--- config.mk ---
export PLATFORM = sky130hd
export DESIGN_NAME = marked_length_frame_deframer_flat
export DESIGN_NICKNAME = d
export VERILOG_FILES = /design/src/rtl/mlfd_pkg.sv /design/src/rtl/mlfd_byte_if.sv /design/src/rtl/mlfd_result_if.sv /design/src/rtl/mlfd_parser.sv /design/src/rtl/mlfd_out_buf.sv /design/src/rtl/marked_length_frame_deframer.sv /design/src/flat_wrapper.sv
export SDC_FILE = /design/constraint.sdc
export NUM_CORES = 1
export LEC_CHECK = 0
export BUFFER_PORTS_ARGS = -buffer_cell sky130_fd_sc_hd__buf_4
export CORE_MARGIN = 8
export CORE_UTILIZATION = 60
export DETAILED_ROUTE_END_ITERATION = 8
export PLACE_DENSITY_LB_ADDON = 0.3
export SLEW_MARGIN = 20
export SYNTH_ARGS = -nofsm -noshare
export SYNTH_HDL_FRONTEND = slang
export SYNTH_SLANG_ARGS = --single-unit
--- constraint.sdc ---
create_clock -name clk -period 13.46 [get_ports clk]
set_clock_uncertainty 0.05 [all_clocks]
set_input_delay 2.692 -clock clk [delete_from_list [all_inputs] [get_ports clk]]
set_output_delay 2.692 -clock clk [all_outputs]
set_load 0.1 [all_outputs]
--- src/rtl/mlfd_pkg.sv ---
// ----------------------------------------------------------------------------
// mlfd_pkg
// Shared types and constants for the marked-length frame deframer.
// ----------------------------------------------------------------------------
package mlfd_pkg;

  // Framing bytes and the per-frame byte overhead
  localparam logic [7:0]  START_MARK = 8'h02;
  localparam logic [7:0]  END_MARK   = 8'h03;
  localparam logic [15:0] OVERHEAD   = 16'd4;

  // Deframer phase
  typedef enum logic [2:0] {
    PH_HUNT    = 3'd0,
    PH_START   = 3'd1,
    PH_LEN_HI  = 3'd2,
    PH_LEN_LO  = 3'd3,
    PH_PAYLOAD = 3'd4,
    PH_END     = 3'd5
  } phase_t;

  // Result kinds
  typedef enum logic [2:0] {
    KIND_PAYLOAD   = 3'd0,
    KIND_COMPLETE  = 3'd1,
    KIND_BAD_START = 3'd2,
    KIND_SHORT_LEN = 3'd3,
    KIND_BAD_END   = 3'd4
  } kind_t;

  // One result item
  typedef struct packed {
    kind_t       kind;
    logic [7:0]  payload_data;
    logic [15:0] payload_offset;
    logic [15:0] payload_length;
  } result_t;

  // Result handed from the parser to the output buffer
  typedef struct packed {
    logic    valid;
    result_t res;
  } push_t;

endpackage

--- src/rtl/mlfd_byte_if.sv ---
// ----------------------------------------------------------------------------
// mlfd_byte_if
// Valid/ready channel carrying one received byte.
// ----------------------------------------------------------------------------
interface mlfd_byte_if;
  logic       valid;
  logic       ready;
  logic [7:0] rx_byte;

  modport source (output valid, output rx_byte, input ready);
  modport sink   (input valid, input rx_byte, output ready);
endinterface

--- src/rtl/mlfd_result_if.sv ---
// ----------------------------------------------------------------------------
// mlfd_result_if
// Valid/ready channel carrying one deframer result.
// ----------------------------------------------------------------------------
interface mlfd_result_if;
  logic                 valid;
  logic                 ready;
  mlfd_pkg::kind_t      kind;
  logic [7:0]           payload_data;
  logic [15:0]          payload_offset;
  logic [15:0]          payload_length;

  modport source (output valid, output kind, output payload_data,
                  output payload_offset, output payload_length, input ready);
  modport sink   (input valid, input kind, input payload_data,
                  input payload_offset, input payload_length, output ready);
endinterface

--- src/rtl/mlfd_parser.sv ---
// ----------------------------------------------------------------------------
// mlfd_parser
// Frame state tracker: advances phase, length and byte count per byte and
// forms at most one result for each accepted byte.
// ----------------------------------------------------------------------------
module mlfd_parser (
  input  logic            clk,
  input  logic            rst,
  input  logic            step,
  input  logic [7:0]      rx_byte,
  output mlfd_pkg::push_t push
);

  mlfd_pkg::phase_t phase, phase_next;
  logic [15:0]      frame_length, frame_length_next;
  logic [15:0]      bytes_seen, bytes_seen_next;

  logic [15:0] len_lo;
  logic [15:0] seen_inc;
  logic [15:0] len_less1;

  assign len_lo    = {frame_length[15:8], rx_byte};
  assign seen_inc  = bytes_seen + 16'd1;
  assign len_less1 = frame_length - 16'd1;

  // Decode one byte against the current phase
  always_comb begin
    phase_next        = phase;
    frame_length_next = frame_length;
    bytes_seen_next   = bytes_seen;
    push              = '0;
    unique case (phase)
      mlfd_pkg::PH_START: begin
        if (rx_byte == mlfd_pkg::START_MARK) begin
          phase_next      = mlfd_pkg::PH_LEN_HI;
          bytes_seen_next = 16'd1;
        end else begin
          phase_next         = mlfd_pkg::PH_HUNT;
          bytes_seen_next    = '0;
          push.valid         = 1'b1;
          push.res.kind      = mlfd_pkg::KIND_BAD_START;
        end
      end
      mlfd_pkg::PH_LEN_HI: begin
        frame_length_next = {rx_byte, 8'h00};
        bytes_seen_next   = 16'd2;
        phase_next        = mlfd_pkg::PH_LEN_LO;
      end
      mlfd_pkg::PH_LEN_LO: begin
        frame_length_next = len_lo;
        bytes_seen_next   = 16'd3;
        if (len_lo < mlfd_pkg::OVERHEAD) begin
          phase_next      = mlfd_pkg::PH_HUNT;
          bytes_seen_next = '0;
          push.valid      = 1'b1;
          push.res.kind   = mlfd_pkg::KIND_SHORT_LEN;
        end else if (len_lo == mlfd_pkg::OVERHEAD) begin
          phase_next = mlfd_pkg::PH_END;
        end else begin
          phase_next = mlfd_pkg::PH_PAYLOAD;
        end
      end
      mlfd_pkg::PH_PAYLOAD: begin
        bytes_seen_next         = seen_inc;
        if (seen_inc >= len_less1) begin
          phase_next = mlfd_pkg::PH_END;
        end
        push.valid              = 1'b1;
        push.res.kind           = mlfd_pkg::KIND_PAYLOAD;
        push.res.payload_data   = rx_byte;
        push.res.payload_offset = bytes_seen - 16'd3;
      end
      mlfd_pkg::PH_END: begin
        bytes_seen_next = '0;
        push.valid      = 1'b1;
        if (rx_byte == mlfd_pkg::END_MARK) begin
          phase_next              = mlfd_pkg::PH_START;
          push.res.kind           = mlfd_pkg::KIND_COMPLETE;
          push.res.payload_length = frame_length - mlfd_pkg::OVERHEAD;
        end else begin
          phase_next    = mlfd_pkg::PH_HUNT;
          push.res.kind = mlfd_pkg::KIND_BAD_END;
        end
      end
      default: begin
        // Hunting: wait for a start mark, drop anything else
        if (rx_byte == mlfd_pkg::START_MARK) begin
          phase_next      = mlfd_pkg::PH_LEN_HI;
          bytes_seen_next = 16'd1;
        end else begin
          phase_next      = mlfd_pkg::PH_HUNT;
          bytes_seen_next = '0;
        end
      end
    endcase
    if (!step) begin
      push.valid = 1'b0;
    end
  end

  // Advance frame state on each accepted byte
  always_ff @(posedge clk) begin
    if (rst) begin
      phase        <= mlfd_pkg::PH_HUNT;
      frame_length <= '0;
      bytes_seen   <= '0;
    end else if (step) begin
      phase        <= phase_next;
      frame_length <= frame_length_next;
      bytes_seen   <= bytes_seen_next;
    end
  end

endmodule

--- src/rtl/mlfd_out_buf.sv ---
// ----------------------------------------------------------------------------
// mlfd_out_buf
// Output register with a skid stage, so a byte can be taken while a result
// waits on the output.
// ----------------------------------------------------------------------------
module mlfd_out_buf (
  input  logic              clk,
  input  logic              rst,
  input  mlfd_pkg::push_t   push,
  output logic              can_take,
  mlfd_result_if.source     res
);

  logic              out_valid;
  mlfd_pkg::result_t out_res;
  logic              skid_valid;
  mlfd_pkg::result_t skid_res;
  logic              pop;

  assign pop      = out_valid && res.ready;
  assign can_take = !skid_valid;

  // Hold, shift or load the two result slots
  always_ff @(posedge clk) begin
    if (rst) begin
      out_valid  <= 1'b0;
      skid_valid <= 1'b0;
    end else if (pop) begin
      if (skid_valid) begin
        out_res <= skid_res;
        if (push.valid) begin
          skid_res <= push.res;
        end else begin
          skid_valid <= 1'b0;
        end
      end else if (push.valid) begin
        out_res <= push.res;
      end else begin
        out_valid <= 1'b0;
      end
    end else if (push.valid) begin
      if (!out_valid) begin
        out_res   <= push.res;
        out_valid <= 1'b1;
      end else begin
        skid_res   <= push.res;
        skid_valid <= 1'b1;
      end
    end
  end

  assign res.valid          = out_valid;
  assign res.kind           = out_res.kind;
  assign res.payload_data   = out_res.payload_data;
  assign res.payload_offset = out_res.payload_offset;
  assign res.payload_length = out_res.payload_length;

endmodule

--- src/rtl/marked_length_frame_deframer.sv ---
// ----------------------------------------------------------------------------
// marked_length_frame_deframer
// Splits a byte stream into STX / length / payload / ETX frames.
// ----------------------------------------------------------------------------
// Takes one byte per cycle while rx.ready is high and gives at most one
// registered result per accepted byte: each payload byte with its offset,
// a frame complete result with the payload length, or an error (bad start
// byte, length below four, missing end mark), after which it hunts for 0x02.
// Throughput is one byte per clock while rx.ready is high; the frame state
// updates per accepted byte and a two-entry output buffer lets input go on
// while one result stalls. rx.ready drops only while both entries are full.
// ----------------------------------------------------------------------------
module marked_length_frame_deframer (
  input  logic          clk,
  input  logic          rst,
  mlfd_byte_if.sink     rx,
  mlfd_result_if.source res
);

  logic            can_take;
  logic            step;
  mlfd_pkg::push_t push;

  assign rx.ready = can_take;
  assign step     = rx.valid && can_take;

  // Frame state and result decode
  mlfd_parser u_parser (
    .clk     (clk),
    .rst     (rst),
    .step    (step),
    .rx_byte (rx.rx_byte),
    .push    (push)
  );

  // Result register and skid stage
  mlfd_out_buf u_out_buf (
    .clk      (clk),
    .rst      (rst),
    .push     (push),
    .can_take (can_take),
    .res      (res)
  );

endmodule
--- src/flat_wrapper.sv ---
// flat-port wrapper written by rule: the top's interface ports become plain ports
module marked_length_frame_deframer_flat 
  (clk, rst, rx_valid, rx_rx_byte, rx_ready, res_valid, res_kind, res_payload_data, res_payload_offset, res_payload_length, res_ready);
  mlfd_byte_if rx_i ();
  mlfd_result_if res_i ();
  input  logic clk;
  input  logic rst;
  input wire logic [$bits(rx_i.valid)-1:0] rx_valid;
  input wire logic [$bits(rx_i.rx_byte)-1:0] rx_rx_byte;
  output wire logic [$bits(rx_i.ready)-1:0] rx_ready;
  output wire logic [$bits(res_i.valid)-1:0] res_valid;
  output wire logic [$bits(res_i.kind)-1:0] res_kind;
  output wire logic [$bits(res_i.payload_data)-1:0] res_payload_data;
  output wire logic [$bits(res_i.payload_offset)-1:0] res_payload_offset;
  output wire logic [$bits(res_i.payload_length)-1:0] res_payload_length;
  input wire logic [$bits(res_i.ready)-1:0] res_ready;
  assign rx_i.valid = rx_valid;
  assign rx_i.rx_byte = rx_rx_byte;
  assign rx_ready = rx_i.ready;
  assign res_valid = res_i.valid;
  assign res_kind = res_i.kind;
  assign res_payload_data = res_i.payload_data;
  assign res_payload_offset = res_i.payload_offset;
  assign res_payload_length = res_i.payload_length;
  assign res_i.ready = res_ready;
  marked_length_frame_deframer u_core (.clk(clk), .rst(rst), .rx(rx_i), .res(res_i));
endmodule
* Word-level counts from Yosys, hierarchy flattened
Index checks and enable logic that the tools add are counted.
** Storage, ports and cells
- Memories kept :: 0
- Bits in read-only memories :: 0
- Logic and storage cells :: 85
- Output and inout port bits :: 45
- Bits in latches :: 0
- Memory bits (writable) :: 0
- Register bits :: 123
- Input bits :: 12
** Cells by class
- $mul :: 0
- Shifts and indexed selects :: 0
- Eq/ne operators :: 13
- Reduce and logical (&&, ||, !) cells :: 14
- Order comparisons :: 2
- Bitwise logic cells :: 2
- Add/sub/neg operators :: 4
- Div/mod/pow operators :: 0
- Multiplexer cells :: 36
** Operators by type and width (number)
- $mux W43 :: 9
- $pmux W16 S4 :: 1
- $mux W16 :: 2
- $pmux W16 S2 :: 1
- $mux W24 :: 1
- $add A16 B1 Y16 const B :: 1
- $eq A16 B3 Y1 const B :: 1
- $eq A8 B2 Y1 const B :: 2
- $ge A16 B16 Y1 :: 1
- $lt A16 B3 Y1 const B :: 1
- $pmux W4 S4 :: 1
- $sub A16 B1 Y16 const B :: 1
- $sub A16 B2 Y16 const B :: 1
- $sub A16 B3 Y16 const B :: 1
- $mux W1 :: 13
- $pmux W3 S4 :: 1
- $mux W3 :: 3
- $mux W4 :: 2
- $ne A2 B2 Y1 const B :: 4
- $reduce_and A4 Y1 :: 2
- $reduce_bool A2 Y1 :: 4
- $eq A3 B2 Y1 const B :: 2
- $eq A3 B3 Y1 const B :: 2
- $reduce_and A2 Y1 :: 3
- other kinds (7) :: 11

* Longest topological paths before layout
- Depth in word-level cells :: 7
- Mapped depth :: 16
- Mapped depth without buffers :: 15

* Modules after synthesis
From an unflattened synthesis, not the netlist that was laid out.
** Second synthesis, totals
- Cell total of the unflattened synthesis :: 597
- Area, all modules :: 6562.5 um2
** Modules (own cells, without submodules)
- mlfd_parser :: area each 3305.7 um2, seq. area each 700.7 um2, times used 1, cells an instance 447
- mlfd_out_buf :: area each 3250.6 um2, seq. area each 2622.5 um2, times used 1, cells an instance 149
- marked_length_frame_deframer :: area each 6.3 um2, seq. area each 0.0 um2, times used 1, cells an instance 1

* Worst setup path after synthesis
Ideal clock, no wire load.
- Path type :: input port to flip-flop
- From :: input port rx_rx_byte[5]
- To :: register u_core.u_out_buf.out_res (netlist bit u_core.u_out_buf.res.kind[0]), enable pin
- Path slack :: 5665 ps
- Setup time :: 513 ps
- Data arrival time :: 7232 ps
- Buffers on the path :: 0
- Data required time :: 12897 ps
- Stages :: 6
- Cells stage by stage :: nor4_1 nor3b_1 nand2_1 a21oi_1 o221ai_1 a221oi_1
** On the way
- Cells in the longest elaborated chain, start to end :: 6
- Elaborated cells between the ends (all ways) :: 9
- Those cells by class :: order compare (1); eq/ne (1); mux (4); reduce/logical (3)
** RTL lines
- start: declaration :: RTL line flat_wrapper.sv:9 : input wire logic [$bits(rx_i.rx_byte)-1:0] rx_rx_byte;
- $lt A16 B3 Y1 or $eq A8 B2 Y1 (tied branches) :: RTL line mlfd_parser.sv:52, mlfd_parser.sv:34
- $mux W4, on equally long branches :: RTL line mlfd_parser.sv:52, mlfd_parser.sv:34
- $pmux W4 S4 (*) :: RTL line mlfd_parser.sv:32 : unique case (phase)
- $mux W1 (*) :: RTL line mlfd_parser.sv:96 : if (!step) begin
- $reduce_bool A2 Y1 (no source line)
- $reduce_and A4 Y1 (no source line) (*)
- end signal: assignment :: RTL line mlfd_out_buf.sv:30 : out_res <= skid_res;
- end signal: assignment :: RTL line mlfd_out_buf.sv:37 : out_res <= push.res;
- end signal: assignment :: RTL line mlfd_out_buf.sv:43 : out_res <= push.res;
- end: declaration :: RTL line mlfd_out_buf.sv:15 : mlfd_pkg::result_t out_res;
Mark *: on every way between the ends. The rest lies on a longest branch, timed or not.
A chain may end at the register's enable or synchronous reset.

* Final worst setup path
- From :: input port rx_rx_byte[5]
- To :: register u_core.u_out_buf.skid_res[5] (netlist name), enable pin
** On the way
- Cells in the longest elaborated chain, start to end :: 5
- Elaborated cells between the ends (all ways) :: 7
- Those cells by class :: order compare (1); eq/ne (1); mux (4); reduce/logical (1)
** RTL lines
- $lt A16 B3 Y1 or $eq A8 B2 Y1 (tied branches) :: RTL line mlfd_parser.sv:52, mlfd_parser.sv:34
- $mux W4, on equally long branches :: RTL line mlfd_parser.sv:52, mlfd_parser.sv:34
- $pmux W4 S4 (*) :: RTL line mlfd_parser.sv:32
- $mux W1 (*) :: RTL line mlfd_parser.sv:96
- $reduce_and A4 Y1 (no source line) (*)
- end signal: assignment :: RTL line mlfd_out_buf.sv:32 : skid_res <= push.res;
- end signal: assignment :: RTL line mlfd_out_buf.sv:46 : skid_res <= push.res;
- end: declaration :: RTL line mlfd_out_buf.sv:17 : mlfd_pkg::result_t skid_res;
Marks and branches as above.

==> impl_metrics.ini <==
[clock_network]
clk_pin_slew_worst_paths_ns = 0.06
post-cts-setup-buffers = 0
ctsResizeCount = 0
numCtsBuffers = 17
cts_tree = built
cts_root_buf = clkbuf_8
cts.htree.levels = 4
insertion_delay_ns = 0.52
cts_sinks = 123
clock_path_buffers = 2
cts_hold_buffers = 0

[place]
gp_congestion = 0.865
hpwl_mm = 9.47
portBuffers = 56

[timing]
period_share_pct = 40.6
fmax_ghz = 0.183
slew-limit-headroom_pct = 27.7
tightest_slew_ns = 1.08
period_needed_ns = 5.46
rsz0062_at_grt = no
timing.hold.ws_ns = 0.443
setup-tns-final_ns = 0
setup_viol_count_final = 0
timing_hold_violations_final = 0
slew_viol_final = 0

[floorplan]
io_pins = 57
dieArea_um2 = 14000
rows = 37
chipWidth_um = 118
die_y_um = 118
start_util_pct = 61.2
core_um2 = 10300

[global_routing]
grt.total_usage_pct = 19.7
antenna_found_initial = 0
first_global_vias = 4516
grt.overflow.total = 0
grt_pass1_wl_mm = 22.4
grt_start_max_net_pins = 75

[cells_and_area]
nets = 681
area_growth_pct = 15.6
antenna_cells = 0
drive_above_1_share_pct = 16.2
utilization_pct = 70.8

[synthesis]
ys_top_cells_by_count = 86 x edfxtp_1, 72 x nor2_1, 68 x nand2_1, 37 x dfxtp_1, 34 x o31ai_1
yosys-top-cells-area = edfxtp_1 41%, dfxtp_1 12%, xnor2_1 4.5%, ha_1 4.4%, nor2_1 4.3%
synth_top_family_by_area = simple AND/OR/NAND/NOR gates
yosys.area.top_type = edfxtp_1
yosys_warnings = 0
synth_area_um2 = 6290
yosysUniqueCellTypes = 48
synth_fa_ha_area_share_pct = 4.37
synth_cells = 611
synthArstFlopShare_pct = 0
yosys.area_share.simple_pct = 18.3
syn_avg_cell_area_um2 = 10.3
ys_seq_area_share_pct = 52.8
synth_edf_count = 86
synth.most_common_cell = edfxtp_1
synth-compound-area-share_pct = 11.2
synthFlopType = edfxtp_1
synth_top_cell_area_share_pct = 41.0
muxShareOfSynthArea_pct = 2.31
synth.ff_latch_count = 123
synthXorXnorAreaFrac_pct = 7.37
synth.net_count = 645

[critical_path]
arrival_ns = 5.60
critPathMaxFanout = 22
cp-startpoint = rx_rx_byte[5]
rr_startpoint = u_core.u_parser.frame_length[2]$_SDFFE_PP0P_
cp-start-kind = input pin
end_kind = register
worstSetupPathType = input pin to register
crit_required_ns = 13.60
worstRegToRegCells = 14

[job]
drv_cap = 0

[route]
antenna_left = 0
routed_wl_mm = 13.7
routed_via_density = 5.91
wl_per_cell_um = 17.2
drc_errors = 0
drt_iter0_drc = 436
vias = 4707
dr.pass1.iters = 5

[min_path]
worstHoldPathCells = 2
hold_path.class = register to register
min-delay-start = u_core.u_parser.bytes_seen[1]$_SDFFE_PP0P_

[outcome]
status = completed

[pwr]
power.density_nw_per_um2 = 113
ir_worst_vdd_mv = 0.0792
cellLeakagePower_nw = 2.88
==> flip-flops by register name, indices dropped and copies added, names as in the netlist <==
| signal | cells |
|---|---|
| u_core.u_out_buf.skid_res | 43 |
| u_core.u_out_buf.res.payload_length | 16 |
| u_core.u_out_buf.res.payload_offset | 16 |
| u_core.u_parser.bytes_seen | 16 |
| u_core.u_parser.frame_length | 16 |
| u_core.u_out_buf.res.payload_data | 8 |
| u_core.u_out_buf.res.kind | 3 |
| u_core.u_parser.phase | 3 |
| u_core.u_out_buf.res.valid | 1 |
| u_core.u_out_buf.skid_valid | 1 |
==> per-layer routing <==
metal | GRT usage (%) | vias to the layer above | wire [um]
met4 | 7.43 | 0 | 242
met1 | 24.8 | 2230 | 6130
met3 | 6.19 | 24 | 922
li1 | - | 2289 | -
met5 | 0 | - | 0
met2 | 31.3 | 164 | 6370
==> report_power, final <==
| part | switching (W) | leakage (nW) | internal, W |
|---|---|---|---|
| clock network | 0.000153 | 0.249 | 0.000240 |
| registers | 0.00000189 | 1.06 | 0.000401 |
| logic | 0.0000166 | 1.57 | 0.00000969 |
| total | 0.000171 | 2.88 | 0.000651 |
==> critical path, stage by stage <==
cell and delay (ns):
buf_4 0.12, nor4_1 0.44, nor3b_1 0.51, nand2_1 0.16
a21oi_1 0.26, o221ai_1 0.31, nor2_4 0.65, buf_4 0.44
==> cell type report <==
cell class / count / area, um2
Timing Repair Buffer: 61 / 462
Multi-Input combinational cell: 433 / 2770
Clock inverter: 11 / 81.3
Fill cell: 765 / 3000
Inverter: 11 / 41.3
Sequential cell: 123 / 3320
Clock buffer: 21 / 429
Tap cell: 136 / 170
==> metrics by stage <==
| stage | cell area (um2) | instances | power, W | setup WS [ns] |
|---|---|---|---|---|
| 2_1_floorplan | 6290 | 611 | 0.000427 | 5.66 |
| 3_3_place_gp | 6750 | 763 | 0.000435 | 7.32 |
| 3_5_place_dp | 6750 | 763 | 0.000436 | 7.09 |
| 4_1_cts | 7260 | 795 | 0.000825 | 7.61 |
| 5_1_grt | 7280 | 796 | 0.000845 | 7.69 |
| 6_report | 7280 | 796 | 0.000822 | 8.00 |
==> cells by family after synthesis <==
| family | count (synthesis) |
|---|---|
| DFF | 123 |
| buffers and inverters | 55 |
| muxes | 13 |
| xor gates and xnor gates | 53 |
| adders and majority gates | 22 |
| and+or+nand+nor | 240 |
| AOI/OAI and AO/OA | 105 |
==> final timing paths <==
check | slack [ns] | to
worst min register to register | 0.44 | u_core.u_parser.bytes_seen[1]$_SDFFE_PP0P_
worst max-delay path | 8.00 | u_core.u_out_buf.skid_res[5]$_DFFE_PP_
worst min-delay path | 0.44 | u_core.u_parser.bytes_seen[1]$_SDFFE_PP0P_
worst max register to register | 9.44 | u_core.u_parser.phase[0]$_SDFFE_PP0P_
==> layout by cell type, fill, tap and decap left out, types with 2 or more instances in the layout <==
cell	instances
xor2_1	21
nor3_1	17
nand3_1	20
nor3b_1	4
nor4_1	6
nor2_1	71
buf_4	60
a311oi_1	2
mux2_2	12
inv_1	11
o21ai_0	11
or3_1	5
and4_1	3
clkbuf_16	16
a2111oi_0	2
xnor2_1	32
or4_1	2
a21o_1	3
nor2b_1	4
nand2_1	68
clkinv_2	4
clkinv_1	4
and2_1	3
and3_1	14
o2111ai_1	2
a21oi_1	29
edfxtp_1	86
a22oi_1	15
dfxtp_1	37
nand4_1	7
nand2b_1	7
ha_1	22
o31ai_1	34
clkbuf_1	4
Note: power is estimated with default switching activity, not from simulation.
